<file path="src/design/pds_pkg.sv">
// Shared types and codes for the periodic deadline scheduler.
// Used by pds_cell and the core; no dependencies.
`timescale 1ns / 1ps
`default_nettype none
package pds_pkg;

    // command codes
    localparam logic [2:0] CMD_ADD_KEY = 3'd0;
    localparam logic [2:0] CMD_ADD_TOK = 3'd1;
    localparam logic [2:0] CMD_EN_KEY  = 3'd2;
    localparam logic [2:0] CMD_EN_TOK  = 3'd3;
    localparam logic [2:0] CMD_PAUSE   = 3'd4;
    localparam logic [2:0] CMD_NEXT    = 3'd5;
    localparam logic [2:0] CMD_MARK    = 3'd6;

    // status codes
    localparam logic [3:0] ST_OK       = 4'd0;
    localparam logic [3:0] ST_INVALID  = 4'd1;
    localparam logic [3:0] ST_FULL     = 4'd2;
    localparam logic [3:0] ST_DUP      = 4'd3;
    localparam logic [3:0] ST_NOTFOUND = 4'd4;
    localparam logic [3:0] ST_READY    = 4'd5;
    localparam logic [3:0] ST_WAITING  = 4'd6;
    localparam logic [3:0] ST_PAUSED   = 4'd7;
    localparam logic [3:0] ST_EMPTY    = 4'd8;

    // configuration register indexes
    localparam logic CFG_OBD_PROTOCOL = 1'b0;
    localparam logic CFG_OBD_MODULE   = 1'b1;

    // one job table entry
    typedef struct packed {
        logic        is_token;
        logic [7:0]  protocol;
        logic [7:0]  module_id;
        logic [31:0] identifier;
        logic [31:0] token;
        logic [31:0] period;
        logic [63:0] deadline;
        logic [1:0]  prio;
        logic        en;
        logic [7:0]  pid;
        logic        pid_ok;
    } t_job;

endpackage
`default_nettype wire

</file>
<file path="src/design/pds_cell.sv">
// One cell of the rotating job ring: holds one table entry.
// Depends on pds_pkg for the entry type.
`timescale 1ns / 1ps
`default_nettype none
module pds_cell (
    input  wire           i_clk,
    input  wire           i_shift,
    input  pds_pkg::t_job i_next,
    input  wire           i_poke,
    input  pds_pkg::t_job i_poke_job,
    output pds_pkg::t_job o_job
);
    import pds_pkg::*;

    t_job r_job;

    // direct write wins, otherwise take the neighbor's entry while rotating
    always_ff @(posedge i_clk) begin
        if (i_poke) begin
            r_job <= i_poke_job;
        end else if (i_shift) begin
            r_job <= i_next;
        end
    end

    assign o_job = r_job;

endmodule
`default_nettype wire

</file>
<file path="config.mk">
export PLATFORM = sky130hd
export DESIGN_NAME = pds_cell
export DESIGN_NICKNAME = d
export VERILOG_FILES = /design/src/design/pds_pkg.sv /design/src/design/pds_cell.sv
export SDC_FILE = /design/constraint.sdc
export NUM_CORES = 1
export LEC_CHECK = 0
export ABC_AREA = 1
export BUFFER_PORTS_ARGS = -buffer_cell sky130_fd_sc_hd__buf_2
export CAP_MARGIN = 20
export CORE_AREA = 3 3 220 222
export CTS_CLUSTER_DIAMETER = 60
export DETAILED_ROUTE_END_ITERATION = 10
export DIE_AREA = 0 0 223 225
export PLACE_DENSITY = 0.47
export SETUP_SLACK_MARGIN = 0.1
export SLEW_MARGIN = 40
export SYNTH_ARGS = -nofsm -noshare
export SYNTH_HDL_FRONTEND = slang
export SYNTH_SLANG_ARGS = --single-unit
</file>
<file path="constraint.sdc">
create_clock -name i_clk -period 8 [get_ports i_clk]
set_input_delay 0.8 -clock i_clk [delete_from_list [all_inputs] [get_ports i_clk]]
set_output_delay 0.8 -clock i_clk [all_outputs]
set_load 0.02 [all_outputs]
</file>
=== Word level (Yosys, flattened, before mapping) ===
Cells that the tools add are included.

* Multiply operators: 0
* Reductions and logical operators: 1
* Multiplexer cells: 2
* Equality and inequality tests: 0
* Div/mod/pow operators: 0
* Shifts and indexed selects: 0
* Bitwise logic cells: 0
* $add $sub $neg: 0
* $lt $le $gt $ge: 0

{| class="wikitable"
|+ Operators with widths
! kind !! count
|-
| $mux 189 || 2
|-
| $reduce_bool 2->1 || 1
|}

* Memory bits (writable): 0
* Output and inout port bits: 189
* Flip-flop bits (word level): 189
* Memories: 0
* Memory bits (read-only): 0
* Logic and storage cells: 14
* Bits of input ports: 381
* Latch bits: 0

=== Logic depth before layout (Yosys ltp) ===
Gate-level depths: netlist of the first run.

* Depth after elaboration: 2
* Mapped depth: 5

=== Worst setup path before layout of the first run ===
No wires, ideal clock.

* Path type: input to register
* From: input port i_poke
* To: register r_job (netlist bit o_job[0]) (enable)
* Data arrival time: 3.353 ns
* Stages: 3
* Setup slack: 4.177 ns
* Data required time: 7.530 ns
* Path through: buf_4 buf_6 or2_2

* Word-level cells in the longest chain between the ends: 1

{| class="wikitable"
|+ RTL lines
! element !! line !! RTL
|-
| start, declared || pds_cell.sv:9 || <nowiki>input wire i_poke,</nowiki>
|-
| $reduce_bool 2->1 (no source line) || - ||
|-
| end signal, assigned || pds_cell.sv:20 || <nowiki>r_job <= i_poke_job;</nowiki>
|-
| end signal, assigned || pds_cell.sv:22 || <nowiki>r_job <= i_next;</nowiki>
|-
| end, declared || pds_cell.sv:15 || <nowiki>t_job r_job;</nowiki>
|}

No other way between the ends.
A chain may end at the register's enable or synchronous reset.

=== Final worst setup path of the first run ===
* From: input port i_poke
* To: register r_job (netlist bit o_job[111]) (enable)

The elaborated chain is that of the path after synthesis.

==> out/metrics.cfg, run 1 <==
[placed_design]
dp_hpwl_um=23200
port_buffers=569
placed_cells=1940
gp_congestion=0.817

[sta]
hold_viol=0
period_needed_ns=2.34
finalCritPeriodShare_pct=29.3
worstMarginPinSlew_ns=0.797
finalSetupViolCount=0
rsz0062_at_grt=no
max_freq_mhz=426
fin_setup_tns_ns=0
hold_ws_ns=0.587
slew_headroom_pct=46.9
slew_violations=0

[hold_path]
hp-class=in2reg
hp-start=i_next[6]

[global_route]
grt_pass1_wl_um=42000
grtUsageTotal_pct=11.2
grt_pass1_vias=7332
grt_max_degree=104
gr-total-overflow=0
antenna_found_initial=2

[finish]
area_delta_synth_final_pct=50.0
final_nets=1735
largest_register_ffs=189
antenna_cells=0
drive_above_1_share_pct=44.4
final_cells=1973

[worst_setup_path]
slowest_delay_ns=0.47
crit_start=i_poke
start_kind=primary input
path_cells=buf_6 -> or2_4 -> buf_12 -> buf_4 -> buf_12
cpMostUsedCell=buf_12
critPathArrivalTime_ns=2.49
path_class=in2reg
cp_slowest_cell=or2_4
end_kind=flip-flop
cp_max_fo=47
critPathRequiredTime_ns=8.15
crit_buf_inv=4
crit_family=buffers and inverters

[floorplanning]
die_area_um2=50200
die_h_um=225
row_count=79
die_x_um=223
ios=570
start_util_pct=17.4
core_area_um2=46600

[synthesis]
syn-instance-count=799
synth.top_cell.area_share_pct=70.1
synth_xor_area_share_pct=0
yosysWarnings=0
yosys.area_share.adder_pct=0
synth-simple-area-share_pct=26.4
synth_area_um2=8090
synth.avg_cell_area_um2=10.1
synth_cell_types=8
seq_area_frac_synth_pct=70.1
synth_top_family_by_area=simple AND/OR/NAND/NOR gates
synth_compound_area_share_pct=0
synthMuxAreaShare_pct=0
syn_nets=1180
ys_ff_latch=189
netlist_top_cells_area=edfxtp_1 (70%), nand2_1 (26%), buf_6 (1.7%)
synth_top_area_cell=edfxtp_1

[clocking]
postCtsSetupBuffers=0
cts.clk_slew.worst_paths_ns=0.07
numCtsBuffers=17
cts_tree=built
htreeDepth=4
cts-root-buf=clkbuf_16
hold_buffers=0
cts_repair_resize_count=0
clockBufferDepth=2
cts_sinks=189

[routing]
drt-initial-drc-count=313
wire_per_inst_um=14.7
viasPerCell=3.73
remaining_drc_errors=0
finalWirelength_um=28900
dr.pass1.iters=7
ant_nets=0
vias=7361

[pwr]
power_density_nw_per_um2=217
peakVddDrop_uv=109
finalPower_mw=2.63
p_leak_nw=6.22

[job]
maxCapViolations=0

[status]
outcome=completed

layout by cell type, fill, tap and decap left out, types with 3 or more instances in the layout:
master      Yosys  layout
buf_12          0       3
buf_2          19     568
buf_4           3       4
bufinv_16       0       4
clkbuf_16       0      17
clkinv_2        0       3
clkinvlp_4      0       3
edfxtp_1      189     189
nand2_1       567     567
layout make-up:
class | count | area, um2
Clock buffer | 19 | 433
Fill cell | 5015 | 34400
Inverter | 1 | 8.76
Timing Repair Buffer | 577 | 2960
Tap cell | 607 | 759
Clock inverter | 12 | 170
Sequential cell | 189 | 5680
Multi-Input combinational cell | 568 | 2140
kinds of logic (layout without fill, tap and decap cells):
family,Yosys count,after routing
flops,189,189
buf+inv,42,609
simple gates,568,568
worst paths after layout:
path                    endpoint  slack, ns  cells after the start
worst max-delay path  o_job[111]       5.66                      5
worst min-delay path    o_job[6]       0.59                      3
power by group:
group	switching, mW	internal (mW)
clock	0.371	0.518
sequential	0.0292	1.22
combinational	0.321	0.173
total	0.721	1.91
metrics by stage:
step	cell area, um2	setup WS (ns)	util, %
2_1_floorplan	8090	4.18	-
3_5_place_dp	11500	5.00	24.7
6_report	12100	5.66	26.1
3_3_place_gp	11500	4.84	24.6
5_1_grt	12100	5.58	26.1
4_1_cts	12100	5.54	26.0
worst min-delay path: stages:
cell and delay (ns):
buf_2 0.07, nand2_1 0.04, nand2_1 0.04
synth_stat cells (all sizes together):
cell type / n
edfxtp: 189
or2: 1
inv: 1
nand2: 567
buf: 34
clkbuf: 7
per-layer routing:
metal	global-route usage (%)	wire, um	vias up
li1	-	-	3670
met1	12.0	10800	3248
met2	19.0	14300	396
met3	4.59	2930	43
met4	5.48	937	4
met5	0	33	-
Note: power is estimated with default switching activity, not from simulation.
==> run 2: changes to the inputs <==
--- a/config.mk
+++ b/config.mk
@@ -8,10 +8,10 @@
 export ABC_AREA = 1
 export BUFFER_PORTS_ARGS = -buffer_cell sky130_fd_sc_hd__buf_2
 export CAP_MARGIN = 20
-export CORE_AREA = 3 3 220 222
+export CORE_AREA = 3 3 223 225
 export CTS_CLUSTER_DIAMETER = 60
 export DETAILED_ROUTE_END_ITERATION = 10
-export DIE_AREA = 0 0 223 225
+export DIE_AREA = 0 0 226 228
 export PLACE_DENSITY = 0.47
 export SETUP_SLACK_MARGIN = 0.1
 export SLEW_MARGIN = 40
==> constraint.sdc (replaced) <==
create_clock -name i_clk -period 2.16 [get_ports i_clk]
set_input_delay 0.216 -clock i_clk [delete_from_list [all_inputs] [get_ports i_clk]]
set_output_delay 0.216 -clock i_clk [all_outputs]
set_load 0.02 [all_outputs]
==> out/metrics.cfg, run 2 (same netlist as run 1, synthesis figures left out) <==
[status]
outcome=completed

[finish]
fill_cells=4884  ; -2.6%
area_delta_synth_final_pct=93.6
antenna_cells=0  ; unchanged
post-route-cell-area_um2=15700  ; +29%
final_nets=2091  ; +21%
largest_register_ffs=189  ; unchanged
drive_above_1_share_pct=36.0  ; -8.4 points
layout_common_cells=buf_2 (568), nand2_1 (567), dlygate4sd3_1 (343)
layout_commonest_cell=buf_2

[clocking]
cts.clk_slew.worst_paths_ns=0.07  ; about the same
htreeDepth=4  ; unchanged
clockBufferDepth=2  ; unchanged
cts_repair_resize_count=0  ; unchanged
cts-root-buf=clkbuf_16
numCtsBuffers=17  ; unchanged
cts_tree=built
postCtsSetupBuffers=0  ; unchanged
cts_sinks=189  ; unchanged

[sta]
max_freq_mhz=653
worstMarginPinSlew_ns=0.580  ; -0.217 ns
slew_violations=0  ; unchanged
fin_setup_tns_ns=0  ; unchanged
hold_ws_ns=0.0598  ; -0.527 ns
slew_headroom_pct=61.4  ; +14 points
rsz0062_at_grt=no
finalCritPeriodShare_pct=70.9
finalSetupViolCount=0  ; unchanged
hold_viol=0  ; unchanged
period_needed_ns=1.53

[worst_setup_path]
path_cells=buf_6 -> inv_6 -> buf_4 -> nand2_1 -> nand2_1 -> dlygate4sd3_1
slowest_delay_ns=0.54  ; +0.07 ns
critPathRequiredTime_ns=2.49  ; -5.66 ns
start_kind=primary input
cpMostUsedCell=nand2_1
path_class=in2reg
critPathArrivalTime_ns=1.86  ; -0.63 ns
cp_max_fo=51  ; +8.5%
crit_start=i_poke
cp_slowest_cell=dlygate4sd3_1
end_kind=flip-flop

[floorplanning]
core_area_um2=47700  ; +2.6%
die_area_um2=51500  ; +2.7%
die_h_um=228  ; +1.3%
die_x_um=226  ; +1.3%
ios=570  ; unchanged
start_util_pct=16.9  ; -0.43 points
row_count=80  ; +1.3%

[routing]
finalWirelength_um=33700  ; +17%
vias=8875  ; +21%
remaining_drc_errors=0  ; unchanged
drt-initial-drc-count=293  ; -6.4%
viasPerCell=3.80  ; +1.7%
wire_per_inst_um=14.4  ; -1.7%
ant_nets=0  ; unchanged
dr.pass1.iters=4  ; -3

[job]
maxCapViolations=0  ; unchanged

[pwr]
p_int_mw=7.26  ; +280%
p_leak_nw=7.76  ; +25%
power_frac_clock_pct=29.8  ; -4.0 points
sequentialPowerShare_pct=45.6  ; -1.8 points
combPwrFrac_pct=24.7  ; +5.9 points
p_switching_mw=2.88  ; +300%
power_density_nw_per_um2=647  ; +200%
peakVddDrop_uv=450  ; +310%
p_sw_share_pct=28.4  ; +0.94 points

[hold_path]
hp-class=in2reg
hp-start=i_next[99]

[placed_design]
place_area_um2=11700  ; +1.7%
dp_hpwl_um=24800  ; +7.3%
port_buffers=569  ; unchanged
gp_congestion=0.798  ; -2.4%

[global_route]
gr-total-overflow=0  ; unchanged
grt_pass1_wl_um=49200  ; +17%
grtUsageTotal_pct=12.7  ; +1.5 points
antenna_found_initial=0  ; -2
grt_max_degree=96  ; -7.7%
grt_pass1_vias=9115  ; +24%

[run 2: cell types whose count changed in the layout (fill, tap and decap cells not counted), sizes merged]
cell | previous run | this run
dlygate4sd3 | 0 | 343
buf | 577 | 590
bufinv | 4 | 1
inv | 2 | 4
clkbuf | 19 | 20
clkinv | 4 | 5
[run 2: worst paths after layout]
| check | to | depth (start not counted) | slack [ns] |
|---|---|---|---|
| worst max-delay path | o_job[129] | 6 | 0.63 |
| worst min-delay path | o_job[99] | 3 | 0.06 |
[run 2: power groups by stage]
stage          sequential (mW)  combinational, mW  clock, mW
5_1_grt                   4.66               2.70       3.29
4_1_cts                   4.63               2.52       3.19
2_1_floorplan             5.23              0.401          0
6_report                  4.62               2.50       3.02
3_3_place_gp              4.70               1.95          0
3_5_place_dp              4.71               1.94          0
[run 2: cell type report]
cell class	instances	area [um2]	share of cell area, %
sequential	189	5680	36.2
multi-input combinational	568	2140	13.6
tap	615	769	4.91
timing repair buffer	933	6530	41.7
clock inverter	12	111	0.711
inverter	1	8.76	0.0559
clock buffer	20	437	2.79
[run 2: timing repair]
action | CTS | global route
endpoints found under the hold margin | 181 | 0
hold buffers | 343 | 0
setup endpoints to repair | 0 | 0
[run 2: per-stage QoR]
stage / utilization, % / total power, mW / worst slack, ns / std cells
final: 32.8 / 10.1 / 0.628 / 2338
after global routing: 32.8 / 10.7 / 0.543 / 2338
after CTS: 32.8 / 10.3 / 0.685 / 2338
after detailed placement: 24.5 / 6.65 / 0.646 / 1963
after global placement: 24.5 / 6.64 / 0.677 / 1963
after floorplan: - / 5.63 / -0.0909 / 799
[run 2: worst max-delay path, delay by kind of cell]
family,cells,cell delay [ns]
simple gates,2,0.21
buf+inv,4,1.36
[run 2: per-layer routing]
layer / global-route usage [%] / share of wire [%] / vias to the layer above
li1: - / - / 4388
met1: 12.3 / 36 / 3988
met2: 23.2 / 50 / 439
met3: 4.95 / 9.9 / 60
met4: 6.26 / 3.8 / 0
met5: 0 / 0 / -
