## src/design/pds_rem.sv

```systemverilog
// Bit-serial remainder unit: 64-bit dividend by 32-bit divisor, one bit a cycle.
// Does not use pds_pkg; no instances.
`timescale 1ns / 1ps
`default_nettype none
module pds_rem (
    input  wire         i_clk,
    input  wire         i_rst_n,
    input  wire         i_start,
    input  wire  [63:0] i_num,
    input  wire  [31:0] i_den,
    output logic        o_done,
    output logic [31:0] o_rem
);
    logic        r_busy;
    logic        r_done;
    logic [5:0]  r_cnt;
    logic [63:0] r_num;
    logic [31:0] r_den;
    logic [31:0] r_rem;
    logic [32:0] w_trial;

    assign w_trial = {r_rem, r_num[63]};

    // control
    always_ff @(posedge i_clk) begin
        if (!i_rst_n) begin
            r_busy <= 1'b0;
            r_done <= 1'b0;
            r_cnt  <= '0;
        end else begin
            r_done <= 1'b0;
            if (i_start) begin
                r_busy <= 1'b1;
                r_cnt  <= '0;
            end else if (r_busy) begin
                r_cnt <= r_cnt + 6'd1;
                if (r_cnt == 6'd63) begin
                    r_busy <= 1'b0;
                    r_done <= 1'b1;
                end
            end
        end
    end

    // restoring step
    always_ff @(posedge i_clk) begin
        if (i_start) begin
            r_num <= i_num;
            r_den <= i_den;
            r_rem <= '0;
        end else if (r_busy) begin
            r_num <= {r_num[62:0], 1'b0};
            if (w_trial >= {1'b0, r_den}) begin
                r_rem <= 32'(w_trial - {1'b0, r_den});
            end else begin
                r_rem <= w_trial[31:0];
            end
        end
    end

    assign o_done = r_done;
    assign o_rem  = r_rem;

endmodule
`default_nettype wire

```

## config.mk

```make
export PLATFORM = sky130hd
export DESIGN_NAME = pds_rem
export DESIGN_NICKNAME = d
export VERILOG_FILES = /design/src/design/pds_rem.sv
export SDC_FILE = /design/constraint.sdc
export NUM_CORES = 1
export LEC_CHECK = 0
export BUFFER_PORTS_ARGS = -buffer_cell sky130_fd_sc_hd__buf_4
export CELL_PAD_IN_SITES_DETAIL_PLACEMENT = 0
export CELL_PAD_IN_SITES_GLOBAL_PLACEMENT = 1
export CORE_UTILIZATION = 40
export CTS_CLUSTER_DIAMETER = 100
export CTS_CLUSTER_SIZE = 12
export DETAILED_ROUTE_END_ITERATION = 8
export PLACE_DENSITY = 0.84
export SYNTH_ARGS = -nofsm -noshare
export SYNTH_HDL_FRONTEND = slang
export SYNTH_SLANG_ARGS = --single-unit
```

## constraint.sdc

```tcl
create_clock -name i_clk -period 2.6 [get_ports i_clk]
set_clock_uncertainty 0.1 [all_clocks]
set_input_delay 0.52 -clock i_clk [delete_from_list [all_inputs] [get_ports i_clk]]
set_output_delay 0.52 -clock i_clk [all_outputs]
set_load 0.03 [all_outputs]
```

# Word level (Yosys, flattened, before mapping)

Index checks and enable logic that the tools add are counted.

Logic and storage cells: 22
Input bits: 99
Flip-flop bits (word level): 136

Bitwise gates (word level): 2
$add $sub $neg: 2
$lt $le $gt $ge: 1
Equality and inequality tests: 1
Mux-type cells: 7
Reductions and logical operators: 3

Operator list:

| kind                  | number |
|---|---|
| $mux W64              | 2 |
| $ge A33 B32 Y1        | 1 |
| $mux W32              | 1 |
| $sub A32 B32 Y32      | 1 |
| $add A6 B1 Y6 const B | 1 |
| $eq A6 B6 Y1 const B  | 1 |
| $mux W1               | 4 |
| $reduce_or A3 Y1      | 1 |
| $not A1 Y1            | 2 |
| $reduce_bool A2 Y1    | 1 |
| $reduce_or A2 Y1      | 1 |

# Longest topological paths before layout

Gate-level depths: netlist of run 1.

Depth in word-level cells: 4
Depth in mapped cells: 14

# Least setup slack after synthesis of run 1

No wires, ideal clock.

Path kind: flip-flop to flip-flop
From: register r_num[63]
To: register r_rem[30], in the netlist o_rem[30]
Period minus slack after synthesis: 2.780 ns
Path slack: -0.180 ns
Data arrival time: 2.545 ns
Buffers on the path: 0
Required time: 2.365 ns
Cell stages (with the launch flop): 14
Path through: edfxtp_1 > inv_1 > ha_1 > inv_1 > fa_1 > a21o_1 > a221oi_2 > o31a_2 > o211ai_1 > a221oi_2 > o211ai_1 > mux2i_1 > nor3_1 > nor3_1

Cells in the longest elaborated chain, start to end: 2

RTL lines:

| item                                                      | line   | source |
|---|---|---|
| from (decl)                                               | 17     | `logic [63:0] r_num;` |
| from (signal assigned)                                    | 48     | `r_num <= i_num;` |
| from (signal assigned)                                    | 52     | `r_num <= {r_num[62:0], 1'b0};` |
| $sub A32 B32 Y32 / $ge A33 B32 Y1 (equally long branches) | 54, 53 |  |
| $mux W32 *                                                | 53     | `if (w_trial >= {1'b0, r_den}) begin` |
| to (signal assigned)                                      | 54     | `r_rem <= 32'(w_trial - {1'b0, r_den});` |
| to (signal assigned)                                      | 56     | `r_rem <= w_trial[31:0];` |
| to (decl)                                                 | 19     | `logic [31:0] r_rem;` |

Every way passes the cells marked *; elsewhere a longest branch is shown, timed or not.
A chain may end at the register's enable or synchronous reset.

# Worst setup path in the final report of run 1

Same ends and word-level chain as after synthesis.

==> run summary, run 1 <==
Insertion delay of the later-clocked pin in the worst-skew pair = 0.43 ns
Area added between synthesis and finish = 42.1%
Fraction of final layout cells sized beyond drive strength 1 = 48.1%
Adder-cell share of the synthesized area = 5.90%
Number of buffers inserted during clock tree synthesis = 17
Setup crit start = r_num[63]
Routed WL = 18,700 microns
Pin count of the biggest net entering global routing = 128
Path depth of the worst reg2reg path = 14
Count of endpoints failing setup in the final report = 31
Detailed-routing iteration count for the pre-antenna-repair pass = 4
TritonCTS clock tree = built
Placeable Area = 0.0180 sq mm
Number of antenna violations at the first check in global routing = 0
Post-route DRC violation count = 0
Cell Rows = 49
Setup slack of the critical path after layout = -0.307 ns
DR iter-0 viols = 260
Number of max-slew violations in the final report = 0
HPWL after detailed placement = 12,500 microns
Type of the worst min-delay path = primary input to register
Buffers from clock root to sink, at most = 2
Share of the synthesized netlist area taken by xor and xnor gates = 3.58%
Post-synthesis mux area share = 10.8%
Final antenna diode count = 0
Worst setup timing slack at the placement stage = -0.326 ns
Synth async-reset ratio = 0%
Average cell area after synthesis = 11.1 sq um
Crit path max fanout = 3
Synthesized netlist cell count = 662
Compound-cell area share of the yosys netlist = 15.1%
Worst path required time = 2.79 ns
Register bit total from synthesis = 136
Cell area after synthesis = 0.00734 sq mm
Die Width = 137 microns
Seq/Total Area, Yosys = 50.2%
Count of endpoints failing hold in the final timing report = 0
Cell variety after synth = 61
Most used flip-flop cell after synthesis = edfxtp_1
Max_slew headroom = 46.1%
Endpoint of the most critical register-to-register path = o_rem[30]
Number of clock sinks seen by CTS = 136
Post-Syn Nets = 795
WS Path Type = register to register
Total congestion overflow = 0
Critical path arrival = 3.09 ns
Overall track demand over capacity in global routing = 20.2%
Post-synthesis share of cell area spent on and, or, nand and nor gates = 10.1%
Quantity of hold-fixing buffers added after cts = 0
Slew at the pin closest to its max-slew limit = 0.808 ns
Core utilization of the finished layout = 58.0%
Via density per instance = 5.20
Run status = finished with violations
Initial standard-cell utilization of the core = 40.9%
Clock root buffer = clkbuf_16
GP Congestion = 0.877
I/O pin cnt = 132
Worst Setup End Kind = register
Final #Nets = 1,036
CP max stage delay = 0.39 ns
Capturing instance or port of the critical path = o_rem[30]
Combinational family with the most area after synthesis = compound AO/OA/AOI/OAI gates
Reg2reg setup slack = -0.31 ns
Leakage power figure = 4.48 nW
Hold Worst Slack = 0.160 ns
# fillers = 1,535
Deepest level of the CTS H-tree = 4
Number of max-cap violations = 0
Clock transition at the registers of the reported paths = 0.07 ns
Number of enable-type register cells in the synthesized netlist = 96
Count of input and output buffers = 131
Ratio of total power to cell area = 644 mW/mm^2
Remaining antenna violation count = 0
Violations in the final reports = setup timing
Nature of the critical path startpoint = register
Tmin final = 2.91 ns
Via count = 5,944
Vias in the first global route = 5,966
Die area = 0.0189 sq mm
Worst vdd ir = 0.561 mV
Setup repair after global routing missed its margin = true
FMAX = 0.344 GHz
Source of the worst register-to-register timing path = r_num[63]
Final period utilization = 112%
Warning count from the yosys run = 0
Highest-delay cell along the critical path = edfxtp_1
Routed wirelength normalized by instance count = 16.4 microns
Wire length of the first global-routing pass = 29,200 microns
Critical path, cell by cell = inv_1 > ha_2 > inv_2 > fa_2 > a21o_1 > a221oi_2 > buf_4 > o31a_4 > o211ai_1 > a221oi_2 > o211ai_1 > mux2i_1 > nor3_1 > nor3_1
Chip height = 137 microns
## worst max-delay path: cells and delay by family (launching register included)
family	cells	cell delay, ns
buffers and inverters	3	0.29
AOI/OAI and AO/OA	6	1.15
DFF	1	0.39
muxes	1	0.13
adders and majority gates	2	0.51
and+or+nand+nor	2	0.23
## where the power goes
group	switching [W]	total [W]	internal, W
Combinational	0.000858	0.00172	0.000861
Clock	0.00104	0.00237	0.00133
Sequential	0.0000723	0.00262	0.00255
Total	0.00197	0.00671	0.00474
## layout make-up
type | count | area (sq um) | area share, %
tap | 229 | 287 | 2.75
timing repair buffer | 256 | 2040 | 19.5
clock buffer | 17 | 425 | 4.08
sequential | 136 | 3700 | 35.5
multi-input combinational | 452 | 3690 | 35.4
clock inverter | 14 | 136 | 1.31
inverter | 40 | 150 | 1.44
## worst min path at each step
| stage | start | endpoint | slack, ns | cells past startpoint |
|---|---|---|---|---|
| final | i_den[1] | r_den[1] | 0.16 | 1 |
| after global routing | i_den[5] | r_den[5] | 0.15 | 1 |
| after CTS | i_den[1] | r_den[1] | 0.15 | 1 |
| after detailed placement | r_cnt[5] | r_cnt[5] | 0.39 | 2 |
| after global placement | r_cnt[5] | r_cnt[5] | 0.37 | 2 |
| after floorplan | r_cnt[5] | r_cnt[5] | 0.35 | 2 |
## cells by family after synthesis
family                   count (synthesis)
AO/OA/AOI/OAI                          157
XOR/XNOR                                30
adder cells (fa/ha/maj)                 34
buffers and inverters                   74
flip-flops                             136
multiplexers                            71
AND/OR/NAND/NOR                        160
## stage by stage
| step | setup TNS [ns] | total power [W] | area, sq um | instances |
|---|---|---|---|---|
| final | -4.18 | 0.00671 | 10400 | 1144 |
| after detailed placement | -5.06 | 0.00417 | 9300 | 1093 |
| after CTS | -3.26 | 0.00663 | 10200 | 1131 |
| after floorplan | -0.0931 | 0.00354 | 7360 | 662 |
| after global placement | -3.42 | 0.00415 | 9300 | 1093 |
| after global routing | -8.75 | 0.00699 | 10400 | 1144 |
## synth_stat cells, types with 4 or more instances
| master | count | area share, % |
|---|---|---|
| nor3_1 | 8 | 0.55 |
| nand2b_1 | 4 | 0.34 |
| xor2_1 | 16 | 1.9 |
| and4_1 | 4 | 0.48 |
| a311oi_1 | 5 | 0.60 |
| xnor2_1 | 14 | 1.7 |
| ha_1 | 33 | 5.6 |
| and3_1 | 9 | 0.77 |
| buf_6 | 4 | 0.61 |
| edfxtp_1 | 96 | 39 |
| mux2i_1 | 7 | 0.95 |
| buf_2 | 7 | 0.48 |
| inv_1 | 40 | 2.0 |
| a21o_1 | 9 | 0.92 |
| a211o_1 | 5 | 0.60 |
| nand2_1 | 47 | 2.4 |
| dfxtp_1 | 40 | 11 |
| o211ai_1 | 7 | 0.72 |
| a211oi_1 | 24 | 2.5 |
| o21ai_1 | 4 | 0.27 |
| o21bai_1 | 4 | 0.41 |
| nor2_1 | 55 | 2.8 |
| nor2b_1 | 4 | 0.34 |
| o21a_1 | 6 | 0.61 |
| a21oi_1 | 44 | 3.0 |
| clkbuf_1 | 19 | 0.97 |
| nand3_1 | 12 | 0.82 |
| mux2_2 | 64 | 9.8 |
| nand4_1 | 7 | 0.60 |
| o21ai_0 | 21 | 1.4 |
## placed cells by master, fill, tap and decap left out, types with 12 or more instances in the layout
master | netlist | routed
dfxtp_2 | 0 | 12
xor2_1 | 16 | 16
xnor2_1 | 14 | 12
buf_4 | 2 | 244
dfxtp_1 | 40 | 28
nor2_1 | 55 | 50
mux2_2 | 64 | 64
edfxtp_1 | 96 | 96
clkbuf_16 | 0 | 19
ha_1 | 33 | 26
nand2_1 | 47 | 39
o21ai_0 | 21 | 14
a21oi_1 | 44 | 36
a211oi_1 | 24 | 17
inv_1 | 40 | 37
## timing repair
action,CTS,global route
setup endpoints to repair,32,32
setup buffers,6,13
gates cloned,1,2
pin swaps,14,31
gates resized for setup,43,43
## sequential cells by signal, indices dropped and copies added, names as in the netlist
register  flops
r_cnt         6
o_done        1
r_num        64
o_rem        32
r_den        32
r_busy        1
## metal layers
layer | GRT usage [%] | share of wire [%] | vias up
met4 | 7.02 | 1.8 | 0
met2 | 33.0 | 48 | 158
li1 | - | - | 2940
met1 | 24.0 | 42 | 2821
met5 | 0 | 0 | -
met3 | 7.84 | 8.0 | 25
No activity file was read; power rests on OpenSTA's default activity.
==> run 2: changes to the inputs <==
--- a/config.mk
+++ b/config.mk
@@ -13,6 +13,7 @@
 export CTS_CLUSTER_SIZE = 12
 export DETAILED_ROUTE_END_ITERATION = 8
 export PLACE_DENSITY = 0.84
+export REMOVE_ABC_BUFFERS = 1
 export SYNTH_ARGS = -nofsm -noshare
 export SYNTH_HDL_FRONTEND = slang
 export SYNTH_SLANG_ARGS = --single-unit
==> run 2 against run 1 <==
Net effect:
- the run still ends with setup timing left
- setup slack gained 0.017 ns
- global-route usage increased by 0.40 points
- flip-flop and latch count unchanged
- combinational power is essentially flat
- utilization decreased by 0.10 points
- sequential share of layout area is 0.069 points lower
- register-to-register slack improved by 0.02 ns
- critical path type unchanged
- critical endpoint is now o_rem[20]
- largest power group unchanged
- highest routed layer unchanged
==> run summary, run 2 (synthesized netlist as in run 1, its figures left out) <==
Number of max-cap violations = 0 (unchanged)
Final antenna diode count = 0 (unchanged)
Run status = finished with violations
GP Congestion = 0.870 (-0.81%)
Count of placed standard cells in the final layout, fillers left out = 1,149 (+0.44%)
Ratio of total power to cell area = 654 mW/mm^2 (+1.7%)
Quantity of hold-fixing buffers added after cts = 0 (unchanged)
# fillers = 1,548 (+0.85%)
Deepest level of the CTS H-tree = 4 (unchanged)
Via density per instance = 5.13 (-1.2%)
Global-route track usage on met3 = 8.31% (+0.48 points)
Reg2reg setup slack = -0.29 ns (+0.02 ns)
Critical path arrival = 3.13 ns (+0.04 ns)
Setup repair after global routing missed its margin = true
Vias in the first global route = 6,040 (+1.2%)
Met2 Use GR = 33.6% (+0.61 points)
Placeable Area = 0.0180 sq mm (unchanged)
Largest register FFs = 64 (unchanged)
Worst Setup End Kind = register
Routed wirelength normalized by instance count = 16.2 microns (-1.0%)
Commonest cells after routing, fill and taps aside = 247 x buf_4, 96 x edfxtp_1, 64 x mux2_2
Max_slew headroom = 55.1% (+9.0 points)
Post-Place Cells = 1,103 (+0.91%)
Buffers from clock root to sink, at most = 2 (unchanged)
FMAX = 0.346 GHz (+0.57%)
Violations in the final reports = setup timing
Remaining antenna violation count = 0 (unchanged)
Source of the worst register-to-register timing path = r_num[63]
Via count = 5,899 (-0.76%)
Sum of internal, switching and leakage power = 0.00681 W (+1.5%)
Post-route DRC violation count = 0 (unchanged)
Met1 track demand over resource = 24.8% (+0.78 points)
Worst vdd ir = 0.544 mV (-3.0%)
Count of input and output buffers = 131 (unchanged)
Hold path start = i_den[5]
Chip height = 137 microns (unchanged)
Path depth of the worst reg2reg path = 16 (+2)
Initial standard-cell utilization of the core = 40.9% (unchanged)
FF+latch area = 0.00368 sq mm (-0.37%)
Number of clock sinks seen by CTS = 136 (unchanged)
I/O pin cnt = 132 (unchanged)
Most Crowded Layer GR = met2
Number of buffers inserted during clock tree synthesis = 17 (unchanged)
Endpoint, Worst Hold = r_den[5]
Count of endpoints failing hold in the final timing report = 0 (unchanged)
Detailed-routing iteration count for the pre-antenna-repair pass = 4 (unchanged)
Clock root buffer = clkbuf_16
Wire length of the first global-routing pass = 29,700 microns (+1.8%)
Tmin final = 2.89 ns (-0.0166 ns)
Number of antenna violations at the first check in global routing = 0 (unchanged)
Nature of the critical path startpoint = register
Die area = 0.0189 sq mm (unchanged)
Count of endpoints failing setup in the final report = 32 (+3.2%)
TritonCTS clock tree = built
Hold Worst Slack = 0.171 ns (+0.0104 ns)
Routed WL = 18,600 microns (-0.61%)
Number of max-slew violations in the final report = 0 (unchanged)
Pin count of the biggest net entering global routing = 71 (-45%)
Final period utilization = 111% (-0.64 points)
Most common cell after layout, fill and taps aside = buf_4
Die Width = 137 microns (unchanged)
Cell Rows = 49 (unchanged)
Leakage power figure = 4.49 nW (+0.32%)
Fraction of final layout cells sized beyond drive strength 1 = 44.0% (-4.1 points)
Worst setup timing slack at the placement stage = -0.376 ns (-0.0492 ns)
Overall track demand over capacity in global routing = 20.6% (+0.40 points)
Endpoint of the most critical register-to-register path = o_rem[20]
Final #Nets = 1,040 (+0.39%)
Type of the worst min-delay path = primary input to register
Area of combinational cells with multiple inputs = 0.00357 sq mm (-3.2%)
HPWL after detailed placement = 12,800 microns (+2.5%)
Crit path max fanout = 4 (+1)
Total congestion overflow = 0 (unchanged)
WS Path Type = register to register
Slew at the pin closest to its max-slew limit = 0.673 ns (-0.135 ns)
Clock transition at the registers of the reported paths = 0.06 ns (about the same)
Insertion delay of the later-clocked pin in the worst-skew pair = 0.42 ns (about the same)
Hold-critical path depth = 1 (unchanged)
Core utilization of the finished layout = 57.9% (-0.10 points)
Area added between synthesis and finish = 41.8%
Worst path required time = 2.84 ns (+0.05 ns)
Biggest register = r_num
Setup slack of the critical path after layout = -0.291 ns (+0.0166 ns)
DR iter-0 viols = 342 (+32%)
[run 2: report_power, final]
group | internal (W) | total, W | switching, W
Clock | 0.00152 | 0.00248 | 0.000969
Sequential | 0.00254 | 0.00261 | 0.0000695
Combinational | 0.000866 | 0.00171 | 0.000847
Total | 0.00492 | 0.00681 | 0.00188
[run 2: through the flow]
stage / TNS, ns / cell area [sq um]
after floorplan: -84.47 / 7160
after global placement: -3.54 / 9350
after detailed placement: -5.01 / 9350
after CTS: -4.99 / 10300
after global routing: -11.48 / 10400
final: -6.36 / 10400
[run 2: worst max path at each step]
stage | slack, ns | startpoint | cells past startpoint | endpoint
floorplan | -1.20 | r_busy | 2 | r_num[0]
global placement | -0.30 | r_num[63] | 15 | o_rem[22]
detailed placement | -0.38 | r_num[63] | 15 | o_rem[28]
CTS | -0.27 | r_num[63] | 16 | o_rem[20]
global route | -0.51 | r_num[63] | 16 | o_rem[20]
finish | -0.29 | r_num[63] | 16 | o_rem[20]
[run 2: worst max-delay path, cell delays in order (launching register included)]
cell	delay, ns
edfxtp_1	0.38
inv_1	0.07
ha_2	0.18
inv_2	0.04
fa_2	0.35
a21o_1	0.19
a221oi_2	0.22
buf_4	0.18
o21bai_4	0.08
buf_6	0.11
o21a_1	0.17
nor2_1	0.11
buf_4	0.15
o41ai_2	0.06
xor2_1	0.18
nand2_1	0.09
a211oi_2	0.17
[run 2: what timing repair did]
action,in CTS,in global routing
pin swaps,26,10
gates cloned,4,0
hold endpoints to repair,0,0
endpoints found under the setup margin,32,32
resized for setup,37,22
buffers inserted,6,4
[run 2: routing by layer]
layer / share of wire (%) / vias up
met3: 9.0 / 17
li1: - / 2953
met2: 47 / 158
met1: 42 / 2771
met4: 1.4 / 0
met5: 0 / -
[run 2: final cells by class]
cell class                 instances  area share [%]
clock buffer                      18            4.12
tap                              229            2.75
inverter                          40            1.44
timing repair buffer             260            20.3
multi-input combinational        452            34.3
sequential                       136            35.4
clock inverter                    14            1.65
